--- src/hdl/assert_macros.svh ---
// Assertion helpers shared by the RTL modules.
// Each macro takes a label, the clock, the reset (active low), the
// antecedent, the consequent and a message.
`ifndef ASSERT_MACROS_SVH
`define ASSERT_MACROS_SVH

// Same-cycle implication.
`define ASSERT_NOW(lbl, clk, rst_n, ante, cons, msg) \
    lbl: assert property (@(posedge clk) disable iff (!rst_n) (ante) |-> (cons)) \
        else $error(msg);

// Next-cycle implication.
`define ASSERT_NEXT(lbl, clk, rst_n, ante, cons, msg) \
    lbl: assert property (@(posedge clk) disable iff (!rst_n) (ante) |=> (cons)) \
        else $error(msg);

`endif

--- src/hdl/kas_pkg.sv ---
// ----------------------------------------------------------------------------
// kas_pkg
// Shared types and constants of the keypad autorepeat scanner: field
// widths, register codes and the structs passed between lanes and merge.
// ----------------------------------------------------------------------------
package kas_pkg;

    // Field widths fixed by the stream payload.
    localparam int NUM_BUTTONS = 10;
    localparam int DUR_W       = 16;
    localparam int DELAY_W     = 7;

    // Packed stream widths, padded to whole bytes.
    localparam int IN_W  = 24;
    localparam int OUT_W = 40;

    // Configuration port.
    localparam int ADDR_W = 4;
    localparam int DATA_W = 32;

    typedef enum logic [1:0] {
        REG_ENABLE  = 2'd0,
        REG_INITIAL = 2'd1,
        REG_REPEAT  = 2'd2,
        REG_MODE    = 2'd3
    } t_cfg_reg;

    // Autorepeat timing shared by all lanes.
    typedef struct packed {
        logic [DELAY_W-1:0] initial_delay;
        logic [DELAY_W-1:0] repeat_delay;
    } t_rep_cfg;

    // What one lane reports for the current transaction.
    typedef struct packed {
        logic             pulse;
        logic [DUR_W-1:0] duration;
    } t_lane_res;

endpackage

--- src/hdl/kas_lane.sv ---
// ----------------------------------------------------------------------------
// kas_lane
// One button: hold-duration counter and autorepeat counter. Reports the
// updated duration and the autorepeat pulse of the transaction being taken.
// ----------------------------------------------------------------------------
`include "assert_macros.svh"

module kas_lane #(
    parameter int COUNTER_BITS = 8
) (
    input  logic                i_clk,
    input  logic                i_rst_n,
    input  logic                i_advance,
    input  logic                i_down,
    input  logic                i_enable,
    input  kas_pkg::t_rep_cfg   i_cfg,
    output kas_pkg::t_lane_res  o_res
);

    localparam int CW = (COUNTER_BITS > kas_pkg::DELAY_W) ? COUNTER_BITS : kas_pkg::DELAY_W;
    localparam logic [COUNTER_BITS-1:0] FLAG = {1'b1, {(COUNTER_BITS-1){1'b0}}};

    logic [kas_pkg::DUR_W-1:0] r_dur;
    logic [kas_pkg::DUR_W-1:0] n_dur;
    logic [COUNTER_BITS-1:0]   r_cnt;
    logic [COUNTER_BITS-1:0]   n_cnt;
    logic [COUNTER_BITS-1:0]   cnt_inc;
    logic                      fire;

    // Next duration and autorepeat decision.
    always_comb begin
        n_dur   = i_down ? r_dur + 1'b1 : '0;
        cnt_inc = r_cnt + 1'b1;
        if (r_cnt[COUNTER_BITS-1]) begin
            fire = CW'(cnt_inc[COUNTER_BITS-2:0]) >= CW'(i_cfg.repeat_delay);
        end else begin
            fire = CW'(cnt_inc) >= CW'(i_cfg.initial_delay);
        end
        fire  = fire & i_down & i_enable;
        n_cnt = r_cnt;
        if (i_enable) begin
            if (!i_down) begin
                n_cnt = '0;
            end else if (fire) begin
                n_cnt = FLAG;
            end else begin
                n_cnt = cnt_inc;
            end
        end
    end

    always_ff @(posedge i_clk) begin
        if (!i_rst_n) begin
            r_dur <= '0;
            r_cnt <= '0;
        end else if (i_advance) begin
            r_dur <= n_dur;
            r_cnt <= n_cnt;
        end
    end

    assign o_res.pulse    = fire;
    assign o_res.duration = n_dur;

    `ASSERT_NEXT(a_release_clears_cnt, i_clk, i_rst_n, i_advance && i_enable && !i_down, r_cnt == '0, "repeat counter not cleared on release")
    `ASSERT_NEXT(a_pulse_sets_flag, i_clk, i_rst_n, i_advance && fire, r_cnt == FLAG, "repeat counter not reloaded after pulse")
    `ASSERT_NEXT(a_release_clears_dur, i_clk, i_rst_n, i_advance && !i_down, r_dur == '0, "hold duration not cleared on release")

endmodule

--- src/hdl/kas_merge.sv ---
// ----------------------------------------------------------------------------
// kas_merge
// Combines the lane results into one result transaction (edge mask ORed
// with autorepeat pulses, duration of the lowest queried button) and
// holds it in an output register backed by a skid register.
// ----------------------------------------------------------------------------
`include "assert_macros.svh"

module kas_merge (
    input  logic                                              i_clk,
    input  logic                                              i_rst_n,
    input  logic                                              i_advance,
    input  logic [kas_pkg::NUM_BUTTONS-1:0]                   i_held,
    input  logic [kas_pkg::NUM_BUTTONS-1:0]                   i_edge,
    input  logic [kas_pkg::NUM_BUTTONS-1:0]                   i_query,
    input  kas_pkg::t_lane_res [kas_pkg::NUM_BUTTONS-1:0]     i_res,
    output logic                                              o_ready,
    output logic                                              o_valid,
    input  logic                                              i_take_ready,
    output logic [kas_pkg::OUT_W-1:0]                         o_data
);

    localparam int NB = kas_pkg::NUM_BUTTONS;
    localparam int PAD_W = kas_pkg::OUT_W - 2 * NB - kas_pkg::DUR_W;

    logic [NB-1:0]              fresh;
    logic [kas_pkg::DUR_W-1:0]  qdur;
    logic [kas_pkg::OUT_W-1:0]  result;
    logic                       r_out_vld;
    logic                       n_out_vld;
    logic                       r_skid_vld;
    logic                       n_skid_vld;
    logic [kas_pkg::OUT_W-1:0]  r_out;
    logic [kas_pkg::OUT_W-1:0]  n_out;
    logic [kas_pkg::OUT_W-1:0]  r_skid;
    logic [kas_pkg::OUT_W-1:0]  n_skid;
    logic                       take;

    // Pulse merge and lowest-set-bit duration select.
    always_comb begin
        fresh = i_edge;
        qdur  = '0;
        for (int i = NB - 1; i >= 0; i--) begin
            fresh[i] = i_edge[i] | i_res[i].pulse;
            if (i_query[i]) begin
                qdur = i_res[i].duration;
            end
        end
        result = {{PAD_W{1'b0}}, qdur, fresh, i_held};
    end

    // Output register with skid stage.
    assign take = r_out_vld & i_take_ready;

    always_comb begin
        n_out_vld  = r_out_vld;
        n_skid_vld = r_skid_vld;
        n_out      = r_out;
        n_skid     = r_skid;
        if (r_skid_vld) begin
            if (take) begin
                n_out      = r_skid;
                n_skid_vld = 1'b0;
            end
        end else if (i_advance) begin
            if (!r_out_vld || take) begin
                n_out     = result;
                n_out_vld = 1'b1;
            end else begin
                n_skid     = result;
                n_skid_vld = 1'b1;
            end
        end else if (take) begin
            n_out_vld = 1'b0;
        end
    end

    always_ff @(posedge i_clk) begin
        if (!i_rst_n) begin
            r_out_vld  <= 1'b0;
            r_skid_vld <= 1'b0;
        end else begin
            r_out_vld  <= n_out_vld;
            r_skid_vld <= n_skid_vld;
        end
    end

    always_ff @(posedge i_clk) begin
        r_out  <= n_out;
        r_skid <= n_skid;
    end

    assign o_ready = ~r_skid_vld;
    assign o_valid = r_out_vld;
    assign o_data  = r_out;

    `ASSERT_NOW(a_skid_needs_out, i_clk, i_rst_n, r_skid_vld, r_out_vld, "skid entry without output entry")
    `ASSERT_NOW(a_new_within_held, i_clk, i_rst_n, r_out_vld, (r_out[2*NB-1:NB] & ~r_out[NB-1:0]) == '0, "new key not held")
    `ASSERT_NEXT(a_skid_drains, i_clk, i_rst_n, r_skid_vld && take, r_out_vld && !r_skid_vld, "skid entry not moved to output")

endmodule

--- src/hdl/key_autorepeat_scanner.sv ---
// Output: an accepted tick's result is registered in the output register, or in
// the skid register if the output is stalled. Throughput: one tick per cycle while
// the skid entry is free; lanes update in parallel, the skid absorbing one stall.
// Reset: synchronous, active low; clears registers, counters, delay line and
// the output stage.
// ----------------------------------------------------------------------------
// key_autorepeat_scanner
// Keypad scanner: inverts the active-low sample, optionally delays it, and
// reports held keys, new keys with autorepeat pulses and a queried duration.
// ----------------------------------------------------------------------------
module key_autorepeat_scanner #(
    parameter int COUNTER_BITS = 8,
    parameter int DELAY_STAGES = 3
) (
    input  logic                        i_clk,
    input  logic                        i_rst_n,
    // APB configuration port
    input  logic                        psel,
    input  logic                        penable,
    input  logic                        pwrite,
    input  logic [kas_pkg::ADDR_W-1:0]  paddr,
    input  logic [kas_pkg::DATA_W-1:0]  pwdata,
    output logic [kas_pkg::DATA_W-1:0]  prdata,
    output logic                        pready,
    // Input stream
    input  logic                        s_axis_tvalid,
    output logic                        s_axis_tready,
    input  logic [kas_pkg::IN_W-1:0]    s_axis_tdata,  // raw_keys[9:0], query_mask[19:10]
    // Result stream
    output logic                        m_axis_tvalid,
    input  logic                        m_axis_tready,
    output logic [kas_pkg::OUT_W-1:0]   m_axis_tdata   // held_keys[9:0], new_keys[19:10],
                                                       // queried_duration[35:20]
);

    localparam int NB = kas_pkg::NUM_BUTTONS;

    logic [NB-1:0]                      r_en_mask;
    kas_pkg::t_rep_cfg                  r_cfg;
    logic                               r_mode;
    logic [NB-1:0]                      r_prev_held;
    logic [NB-1:0]                      r_dline [DELAY_STAGES];
    logic                               cfg_wr;
    kas_pkg::t_cfg_reg                  cfg_sel;
    logic                               accept;
    logic [NB-1:0]                      sample;
    logic [NB-1:0]                      query;
    logic [NB-1:0]                      held;
    logic [NB-1:0]                      edge_mask;
    kas_pkg::t_lane_res [NB-1:0]        lane_res;

    // Configuration registers.
    assign pready  = 1'b1;
    assign cfg_wr  = psel & penable & pwrite;
    assign cfg_sel = kas_pkg::t_cfg_reg'(paddr[3:2]);

    always_ff @(posedge i_clk) begin
        if (!i_rst_n) begin
            r_en_mask <= '0;
            r_cfg     <= '0;
            r_mode    <= 1'b0;
        end else if (cfg_wr) begin
            unique case (cfg_sel)
                kas_pkg::REG_ENABLE:  r_en_mask           <= pwdata[NB-1:0];
                kas_pkg::REG_INITIAL: r_cfg.initial_delay <= pwdata[kas_pkg::DELAY_W-1:0];
                kas_pkg::REG_REPEAT:  r_cfg.repeat_delay  <= pwdata[kas_pkg::DELAY_W-1:0];
                kas_pkg::REG_MODE:    r_mode              <= pwdata[0];
                default: ;
            endcase
        end
    end

    always_comb begin
        prdata = '0;
        unique case (cfg_sel)
            kas_pkg::REG_ENABLE:  prdata[NB-1:0]               = r_en_mask;
            kas_pkg::REG_INITIAL: prdata[kas_pkg::DELAY_W-1:0] = r_cfg.initial_delay;
            kas_pkg::REG_REPEAT:  prdata[kas_pkg::DELAY_W-1:0] = r_cfg.repeat_delay;
            kas_pkg::REG_MODE:    prdata[0]                    = r_mode;
            default: ;
        endcase
    end

    // Input transaction and held mask.
    assign accept    = s_axis_tvalid & s_axis_tready;
    assign sample    = ~s_axis_tdata[NB-1:0];
    assign query     = s_axis_tdata[2*NB-1:NB];
    assign held      = r_mode ? r_dline[0] : sample;
    assign edge_mask = held & ~r_prev_held;

    // Delay line shifts only in delayed mode; oldest sample at index 0.
    always_ff @(posedge i_clk) begin
        if (!i_rst_n) begin
            for (int i = 0; i < DELAY_STAGES; i++) begin
                r_dline[i] <= '0;
            end
            r_prev_held <= '0;
        end else if (accept) begin
            if (r_mode) begin
                for (int i = 0; i < DELAY_STAGES - 1; i++) begin
                    r_dline[i] <= r_dline[i+1];
                end
                r_dline[DELAY_STAGES-1] <= sample;
            end
            r_prev_held <= held;
        end
    end

    // One lane per button.
    for (genvar g = 0; g < NB; g++) begin : g_lane
        kas_lane #(
            .COUNTER_BITS (COUNTER_BITS)
        ) u_lane (
            .i_clk     (i_clk),
            .i_rst_n   (i_rst_n),
            .i_advance (accept),
            .i_down    (held[g]),
            .i_enable  (r_en_mask[g]),
            .i_cfg     (r_cfg),
            .o_res     (lane_res[g])
        );
    end

    kas_merge u_merge (
        .i_clk        (i_clk),
        .i_rst_n      (i_rst_n),
        .i_advance    (accept),
        .i_held       (held),
        .i_edge       (edge_mask),
        .i_query      (query),
        .i_res        (lane_res),
        .o_ready      (s_axis_tready),
        .o_valid      (m_axis_tvalid),
        .i_take_ready (m_axis_tready),
        .o_data       (m_axis_tdata)
    );

endmodule

--- config.mk ---
export PLATFORM = sky130hd
export DESIGN_NAME = key_autorepeat_scanner
export DESIGN_NICKNAME = d
export VERILOG_FILES = /design/src/hdl/kas_pkg.sv /design/src/hdl/kas_lane.sv /design/src/hdl/kas_merge.sv /design/src/hdl/key_autorepeat_scanner.sv
export VERILOG_INCLUDE_DIRS = /design/src /design/src/hdl
export SDC_FILE = /design/constraint.sdc
export NUM_CORES = 1
export LEC_CHECK = 0
export BUFFER_PORTS_ARGS = -buffer_cell sky130_fd_sc_hd__buf_2
export CORE_MARGIN = 2
export CORE_UTILIZATION = 40
export CTS_CLUSTER_SIZE = 16
export DETAILED_ROUTE_END_ITERATION = 8
export GPL_TIMING_DRIVEN = 0
export PLACE_DENSITY = 0.54
export SKIP_CTS_REPAIR_TIMING = 1
export SLEW_MARGIN = 20
export SYNTH_ARGS = -nofsm -noshare
export SYNTH_HDL_FRONTEND = slang
export SYNTH_HIERARCHICAL = 1
export SYNTH_SLANG_ARGS = --single-unit
export TNS_END_PERCENT = 100
--- constraint.sdc ---
create_clock -name i_clk -period 5.6 [get_ports i_clk]
set_input_delay 0.56 -clock i_clk [delete_from_list [all_inputs] [get_ports i_clk]]
set_output_delay 0.56 -clock i_clk [all_outputs]
set_load 0.02 [all_outputs]
After elaboration in Yosys (flattened, before gate mapping)
Memory sizes are Yosys's and may differ from the RTL's.
Cells that the tools add are included.
{"block": "word_totals", "word_cells": 213, "ram_bits": 30, "memories": 1, "reg_bits": 353, "output_inout_bits": 75}
{"memory": "r_dline", "words": 3, "word_bits": 10, "rd": 3, "rd_ports_with_merged_regs": 0, "write_ports": 3, "line_no": "key_autorepeat_scanner.sv:42", "source": "logic [NB-1:0] r_dline [DELAY_STAGES];"}
{"block": "classes", "add_sub_neg": 20, "bitwise": 42, "n_eq_ne": 5, "muxes": 73, "n_reduce_logical": 23, "magnitude_cmp": 20}
{"cell": "2-to-1 mux 16 bit", "count": 20}
{"cell": "adder 16 x 1 -> 16 bit, second input constant", "count": 10}
{"cell": "2-to-1 mux 40 bit", "count": 4}
{"cell": "2-to-1 mux 8 bit", "count": 20}
{"cell": "adder 8 x 1 -> 8 bit, second input constant", "count": 10}
{"cell": "greater-or-equal comparator 8 x 7 -> 1 bit", "count": 10}
{"cell": "greater-or-equal comparator 7 bit", "count": 10}
{"cell": "2-to-1 mux 10 bit", "count": 4}
{"cell": "AND reduction 2 bit", "count": 14}
{"cell": "AND 1 bit", "count": 24}
{"cell": "2-to-1 mux 1 bit", "count": 22}
{"cell": "NOT 10 bit", "count": 2}
{"cell": "one-hot mux 6 bit (3 select lines)", "count": 1}
{"cell": "OR 1 bit", "count": 13}
{"cell": "AND 10 bit", "count": 1}
{"cell": "AND reduction 3 bit", "count": 3}
{"cell": "nonzero test 2 bit", "count": 3}
{"cell": "equality test 2 bit, second input constant", "count": 2}
{"cell": "one-hot mux 1 bit (4 select lines)", "count": 1}
{"cell": "2-to-1 mux 3 bit", "count": 1}
{"cell": "equality test 2 x 1 -> 1 bit, second input constant", "count": 1}
{"cell": "logical NOT 2 bit", "count": 1}
{"cell": "inequality test 2 x 1 -> 1 bit, second input constant", "count": 1}
{"cell": "inequality test 2 bit, second input constant", "count": 1}
{"cell": "other kinds (3)", "count": 4}

Depth between registers and ports, before layout
Gate-level depths: netlist of run 1.
{"block": "logic_depth", "ltp_word": 16, "ltp_mapped": 13, "depth_no_buf": 12}

By module
Netlist of run 1, hierarchy kept.
{"module": "kas_lane at g_lane[0].u_lane ...", "area_each_um2": 1835.5, "cells_per_inst": 229, "instances": 9, "seq_area_each_um2": 480.5}
{"module": "kas_merge", "area_each_um2": 4634.4, "cells_per_inst": 392, "instances": 1, "seq_area_each_um2": 2202.1}
{"module": "key_autorepeat_scanner", "area_each_um2": 2947.8, "cells_per_inst": 291, "instances": 1, "seq_area_each_um2": 1601.5}
{"module": "kas_lane at g_lane[6].u_lane", "area_each_um2": 1843.0, "cells_per_inst": 239, "instances": 1, "seq_area_each_um2": 480.5}

Least setup slack after synthesis of run 1
Ideal clock, no wire load.
{"block": "synth_timing", "kind": "reg2reg", "startpoint": "register u_merge.r_skid_vld", "endpoint": "register u_merge.r_out, in the netlist u_merge/o_data[0], enable pin", "period_less_slack_ps": 3848, "arrival_ps": 3407, "stages_incl_launch_ff": 9, "slack_ps": 1752, "setup_time_ps": 441, "required_ps": 5159, "cell_sequence": "dfxtp_1 -> buf_4 -> inv_1 -> buf_2 -> and2_1 -> buf_2 -> buf_2 -> nand2_1 -> a21oi_1"}
{"block": "synth_via", "elab_chain_len": 4, "word_cells_on_any_way": 6, "classes_between": "1 x eq/ne; 2 x bitwise; 3 x reduce/logical"}
{"item": "start, declared", "line_no": "kas_merge.sv:31", "source": "logic r_skid_vld;"}
{"item": "start signal, assigned", "line_no": "kas_merge.sv:84", "source": "r_skid_vld <= n_skid_vld;"}
{"item": "NOT 1 bit (no line)"}
{"item": "net s_axis_tready", "line_no": "key_autorepeat_scanner.sv:27", "source": "output logic s_axis_tready,"}
{"item": "AND 1 bit", "line_no": "key_autorepeat_scanner.sv:85", "source": "assign accept = s_axis_tvalid & s_axis_tready;"}
{"item": "net accept", "line_no": "key_autorepeat_scanner.sv:45", "source": "logic accept;"}
{"item": "nonzero test 2 bit (no line)"}
{"item": "AND reduction 3 bit (no line)"}
{"item": "end signal, assigned", "line_no": "kas_merge.sv:89", "source": "r_out <= n_out;"}
{"item": "end, declared", "line_no": "kas_merge.sv:33", "source": "logic [kas_pkg::OUT_W-1:0] r_out;"}
The timed path passes the listed nets, and every way through them passes these cells.
A chain may end at the register's enable or synchronous reset.

Worst setup path after layout of run 1
{"block": "layout_timing", "startpoint": "register g_lane[6].u_lane.r_cnt[0]", "endpoint": "register u_merge.r_out, in the netlist u_merge/o_data[16], data pin"}
{"block": "layout_via", "elab_chain_len": 9, "word_cells_on_any_way": 10, "classes_between": "1 x add/sub; 2 x order compare; 4 x mux; 3 x bitwise"}
{"item": "start, declared", "line_no": "kas_lane.sv:25", "source": "logic [COUNTER_BITS-1:0] r_cnt;"}
{"item": "start signal, assigned", "line_no": "kas_lane.sv:58", "source": "r_cnt <= n_cnt;"}
{"item": "adder 8 x 1 -> 8 bit (*)", "line_no": "kas_lane.sv:33", "source": "cnt_inc = r_cnt + 1'b1;"}
{"item": "greater-or-equal comparator 8 x 7 -> 1 bit / greater-or-equal comparator 7 bit (equally long branches)", "line_no": "kas_lane.sv:37, kas_lane.sv:35"}
{"item": "2-to-1 mux 1 bit (*)", "line_no": "kas_lane.sv:34", "source": "if (r_cnt[COUNTER_BITS-1]) begin"}
{"item": "AND 1 bit (*) (2 in series)", "line_no": "kas_lane.sv:39", "source": "fire = fire & i_down & i_enable;"}
{"item": "net g_lane[6].u_lane.fire", "line_no": "kas_lane.sv:28", "source": "logic fire;"}
{"item": "OR 1 bit (*)", "line_no": "kas_merge.sv:44", "source": "fresh[i] = i_edge[i] | i_res[i].pulse;"}
{"item": "net u_merge.fresh[6]", "line_no": "kas_merge.sv:26", "source": "logic [NB-1:0] fresh;"}
{"item": "2-to-1 mux 40 bit (*)", "line_no": "kas_merge.sv:66", "source": "if (!r_out_vld || take) begin"}
{"item": "2-to-1 mux 40 bit (*)", "line_no": "kas_merge.sv:65", "source": "end else if (i_advance) begin"}
{"item": "2-to-1 mux 40 bit (*)", "line_no": "kas_merge.sv:60", "source": "if (r_skid_vld) begin"}
{"item": "net u_merge.n_out (one bit)", "line_no": "kas_merge.sv:34", "source": "logic [kas_pkg::OUT_W-1:0] n_out;"}
The timed path passes the listed nets; every way through them passes the cells marked *. The select of a mux whose other input is x is not followed.

==> results of run 1 <==
## final cells by class
class	count	area (um^2)	share of cell area
clock buffer	56	1270	0.0434
multi-input combinational	2280	15800	0.540
clock inverter	31	469	0.0160
sequential	379	8610	0.293
tap	855	1070	0.0365
timing repair buffer	85	480	0.0164
inverter	167	627	0.0214
buffer	181	977	0.0333
## cells in the final DEF (no fill, tap or decap), types with 21 or more instances in the layout
cell type and n:
o21ai_0 65, mux2_2 21, a21oi_1 87, conb_1 27, and2_1 35, o21a_1 82
buf_2 114, a22o_1 41, edfxtp_1 102, inv_1 148, nor3_1 84, mux2i_1 100
xnor2_1 54, and3_1 49, nor4_1 37, xor2_1 115, buf_4 45, clkbuf_16 49
clkbuf_1 70, nand4_1 52, clkinv_1 23, nor2_1 333, a211o_1 22, nand3_1 82
dfxtp_1 277, nand2_1 294, ha_1 160, a211oi_1 23, a21o_1 39, o31ai_1 51
o221ai_1 30, a21boi_1 54, nand2b_1 22
## cells in the mapped netlist (18+ instances only)
library cell  count  area [um^2]
a211o_1          22          193
a211oi_1         23          173
a21boi_1         54          405
a21o_1           39          293
a21oi_1          88          440
a22o_1           41          359
and2_1           35          219
and3_1           50          313
buf_1            19         71.3
buf_2            32          160
buf_4            45          338
clkbuf_1         65          244
clkinv_1         19         71.3
dfxtp_1         277         5550
edfxtp_1        102         3060
ha_1            160         2000
inv_1           148          556
mux2_2           21          236
mux2i_1         100         1000
nand2_1         295         1110
nand2b_1         22          138
nand3_1          82          410
nand3_4          18          315
nand4_1          52          325
nor2_1          333         1250
nor2b_1          19          119
nor3_1           84          420
nor4_1           37          231
o21a_1           82          616
o21ai_0          65          325
o221ai_1         30          263
o31ai_1          51          383
xnor2_1          54          473
xor2_1          115         1010
## worst max-delay path, cell delays in order, from the launching register on
cell     delay [ps]
dfxtp_1         440
ha_1            270
nand3_1         150
or2_2           370
xnor2_1         250
ha_1            300
and3_1          200
a221o_1         320
a31oi_2         280
nor2_1          190
and3_1          270
buf_4           140
or2_2           290
mux2_2          290
## metrics by stage
step,setup TNS [ps],cell area (um^2)
after floorplan,0,26000
after global placement,-15330,27500
after detailed placement,0,27600
after CTS,0,29300
after global routing,0,29300
final,0,29300
## state kept, by name, summed over array words and instances (netlist names)
register and count:
g_lane.u_lane/r_cnt 80, g_lane.u_lane/r_dur 160, r_cfg 14, r_dline 30, r_en_mask 10, r_mode 1, r_prev_held 10, u_merge/o_data 36
u_merge/o_valid 1, u_merge/r_skid 36, u_merge/r_skid_vld 1
## cell families after synthesis
| logic type | Yosys count | share of synthesized area |
|---|---|---|
| xor gates and xnor gates | 169 | 0.0571 |
| buffers and inverters | 348 | 0.0618 |
| muxes | 122 | 0.0486 |
| AOI/OAI and AO/OA | 650 | 0.197 |
| DFF | 379 | 0.332 |
| other | 3 | 0.000434 |
| and+or+nand+nor | 1152 | 0.226 |
| adders and majority gates | 160 | 0.0772 |
## worst paths after layout
| path | to | start | slack [ps] |
|---|---|---|---|
| max | u_merge/o_data[16]$_DFFE_PP_ | g_lane[6].u_lane/r_cnt[0]$_SDFFE_PN0P_ | 1570 |
| min | r_en_mask[7]$_SDFFE_PN0P_ | pwdata[7] | 240 |
| max reg2reg | u_merge/o_data[16]$_DFFE_PP_ | g_lane[6].u_lane/r_cnt[0]$_SDFFE_PN0P_ | 1570 |
| min reg2reg | g_lane[6].u_lane/r_cnt[1]$_SDFFE_PN0P_ | g_lane[6].u_lane/r_cnt[1]$_SDFFE_PN0P_ | 490 |
## metal layers
| layer | vias to the layer above | GRT usage |
|---|---|---|
| met4 | 4 | 0.0666 |
| met3 | 127 | 0.0250 |
| li1 | 11000 | - |
| met1 | 10800 | 0.298 |
| met2 | 487 | 0.406 |
| met5 | - | 0 |
## power breakdown
part           leakage (nW)  internal [mW]  switching (mW)  total (mW)
combinational          7.52          0.220           0.491       0.711
sequential             3.23           2.88          0.0368        2.92
clock                 0.837           2.17            1.26        3.43
==> results.cfg, run 1 <==
[clock_network]
htree_levels = 2
cts.sink_count = 379
cts_tree = built
clock_latency_ps = 580
clkTransAtPathRegs_ps = 60
cts_made_buffers = 47
cts-root-buf = clkbuf_16
cts_buffer_depth = 3

[placement]
portBuffers = 82
pre_cts_ws_ps = 1570
hpwl_um = 59500
post-place-cells = 3947
gp_congestion = 0.938

[power]
p_leak_nw = 11.6
vdd_drop_max_v = 0.000257
p_per_area_nw_per_um2 = 241
total_power_mw = 7.07

[floorplan]
die_width_um = 259
rows = 93
start_util = 0.403
ios = 142
core-area_um2 = 64300
die_h_um = 259
die_area_um2 = 66900

[status]
outcome = finished, final reports clean

[layout]
final_nets = 3368
area_growth_pct = 13.1
drive_gt1_frac = 0.126
final_cells = 4034
nFillCells = 6229
num_antenna_cells = 0
finalCoreUtilization = 0.456

[yosys]
syn-cell-area_um2 = 25900
synth_edf_count = 102
syn_area_per_cell_um2 = 8.70
yosys_register_bits = 379
ys_seq_area_frac = 0.332
syn_inst = 2983
yosysUniqueCellTypes = 85
synthArstFlopShare = 0
yosys_warnings = 6
synth_flop_cell = dfxtp_1

[critical_path]
r2r_cells = 13
critPathLaunchType = flop
cp_max_fo = 7
required_ps = 5930
end_kind = flop
critPathKind = reg -> reg
cp_data_arrival_time_ps = 4350

[timing]
rsz0062_at_grt = false
setup_slack_ps = 1570
skew_ps = 23.0
fmax_mhz = 248
relSlewSlack = 0.228
finalCriticalPeriod_ps = 4030
hold_viol = 0
finalMaxSlewViolations = 0
setup_viol = 0
period_share = 0.719
tightestPinTransition_ps = 1160
finalHoldWorstSlack_ps = 241

[detailed_routing]
vias = 22400
met3_length_um = 3210
dr.pass1.iters = 7
drt_iter0_drc = 1527
wl_per_cell_um = 19.4
ant_nets = 0
wl_met2_um = 38400
top_layer = met5
m1WireLength_um = 34800
viasPerCell = 5.55
drc = 0
wl_um = 78400

[global_routing]
grt_pass1_wl_um = 122000
grt-ovfl-total = 0
globalRouteTotalUtil = 0.231
grt_max_degree = 43
grt_pass1_vias = 21700
antenna_found_initial = 2

[min_path]
min-delay-path-class = in -> reg
whs_path_depth = 3

[run]
cap_violations = 0
Note: power is estimated with default switching activity, not from simulation.
==> inputs of run 2 (changes only) <==
- PLACE_DENSITY: 0.54 -> 0.56
- clock period: 5.6 -> 3.7 ns (I/O delays scaled with it)
==> results.cfg, run 2 (synthesis gave the netlist of run 1 again) <==
[detailed_routing]
drt_iter0_drc = 1511
wl_per_cell_um = 19.3
viasPerCell = 5.60
ant_nets = 0
vias = 22500
dr.pass1.iters = 5
drc = 0
wl_um = 77700

[clock_network]
cts.sink_count = 379
cts_tree = built
cts_buffer_depth = 3
cts-root-buf = clkbuf_16
htree_levels = 2
cts_made_buffers = 46
clock_latency_ps = 590
clkTransAtPathRegs_ps = 60

[timing]
setup_slack_ps = 73.2
totalNegativeSetupSlack_ps = 0
finalMaxSlewViolations = 0
fmax_mhz = 276
period_share = 0.980
hold_viol = 0
setup_viol = 0
finalCriticalPeriod_ps = 3630
relSlewSlack = 0.289
tightestPinTransition_ps = 1070
rsz0062_at_grt = true
skew_ps = 21.8

[global_routing]
grt_pass1_wl_um = 122000
antenna_found_initial = 0
grt_pass1_vias = 22100
globalRouteTotalUtil = 0.228
grt_max_degree = 43
grt-ovfl-total = 0

[min_path]
whs_path_depth = 3
min-delay-path-class = in -> reg

[critical_path]
path_buf_inv = 6
critPathLaunchType = flop
required_ps = 4030
cp_top_family = buffers and inverters
cp_data_arrival_time_ps = 3960
critPathKind = reg -> reg
cp_slowest_cell = o31ai_1
worstPathCellList = buf_2 > buf_2 > nor2_1 > a21oi_2 > inv_1 > clkbuf_1 > clkinvlp_4 > clkbuf_2 > nor2_1 > a22o_1 > o221ai_1 > o31ai_1
r2r_cells = 12
end_kind = flop
critPathMaxStageDelay_ps = 470
crit_cells = 12
cp_max_fo = 10

[power]
power_frac_comb = 0.105
netSwitchingPower_mw = 2.70
p_per_area_nw_per_um2 = 352
clkPwrFrac = 0.467
total_power_mw = 10.3
p_int_mw = 7.62
swShare = 0.261
p_leak_nw = 11.6
seqPwrFrac = 0.428
vdd_drop_max_v = 0.000290

[layout]
seqCellArea_um2 = 8610
final_nets = 3364
drive_gt1_frac = 0.135
layout_common_cells = nor2_1 (332), nand2_1 (294), dfxtp_1 (274)
top_regs = g_lane.u_lane/r_dur x160, g_lane.u_lane/r_cnt x80
nFillCells = 6230
num_antenna_cells = 0
final_cell_area_um2 = 29300
area_growth_pct = 13.0
largest_reg_flops = 160
final_common_cell = nor2_1
multi_input_area_um2 = 15900
top_register = g_lane.u_lane/r_dur

[run]
cap_violations = 0

[placement]
pre_cts_ws_ps = -276
gp_congestion = 0.930
placed_cell_area_um2 = 27600
hpwl_um = 58900
portBuffers = 82

[status]
outcome = finished, final reports clean

[floorplan]
rows = 93
die_area_um2 = 66900
ios = 142
die_h_um = 259
die_width_um = 259
core-area_um2 = 64300
start_util = 0.403
## run 2: cell types whose count changed in the layout (fill, tap and decap cells not counted), sizes merged
cell,previous run,this run
inv,149,151
clkinvlp,6,8
buf,189,178
clkinv,31,25
clkbuf,133,146
bufinv,12,7
## run 2: metal layers
metal  track usage  up-vias  wire, um
met2         0.393      506     37400
met5             0        -         0
met1         0.294    11000     34200
met3        0.0254      134      3550
li1              -    10900         -
met4        0.0869        0      2570
## run 2: area by class of cell
class,instances,share of cell area
plain buffers,177,0.0335
clock buffers,61,0.0436
clock inverters,24,0.0105
inverters,167,0.0220
multi-input cells,2280,0.543
flip-flops and latches,379,0.294
well taps,855,0.0365
repair buffers,86,0.0168
## run 2: stage by stage
step	std cells	hold slack (ps)	util
3_3_place_gp	3944	461	0.428
3_5_place_dp	3947	475	0.429
6_report	4029	42.3	0.455
4_1_cts	4032	11.1	0.454
2_1_floorplan	3007	449	-
5_1_grt	4029	26.7	0.455
## run 2: power by group through the flow
stage	Clock (mW)	Sequential (mW)	Combinational [mW]
after global placement	0	4.51	1.03
after detailed placement	0	4.51	1.07
after global routing	5.09	4.43	1.17
after CTS	4.93	4.42	1.07
after floorplan	0	4.55	0.641
final	4.81	4.42	1.08
## run 2: worst paths after layout
check / from / endpoint / slack (ps)
worst max register to register: r_mode$_SDFFE_PN0P_ / u_merge/o_data[35]$_DFFE_PP_ / 70
worst min register to register: r_prev_held[3]$_SDFFE_PN0P_ / r_prev_held[3]$_SDFFE_PN0P_ / 500
worst min-delay path: pwdata[7] / r_en_mask[7]$_SDFFE_PN0P_ / 40
worst max-delay path: r_mode$_SDFFE_PN0P_ / u_merge/o_data[35]$_DFFE_PP_ / 70
## run 2: worst register-to-register path, stage by stage, from the launching register on
cell and delay [ps]:
dfxtp_1 290, buf_2 150, buf_2 210, nor2_1 170
a21oi_2 80, inv_1 120, clkbuf_1 420, clkinvlp_4 390
clkbuf_2 260, nor2_1 220, a22o_1 310, o221ai_1 280
o31ai_1 470
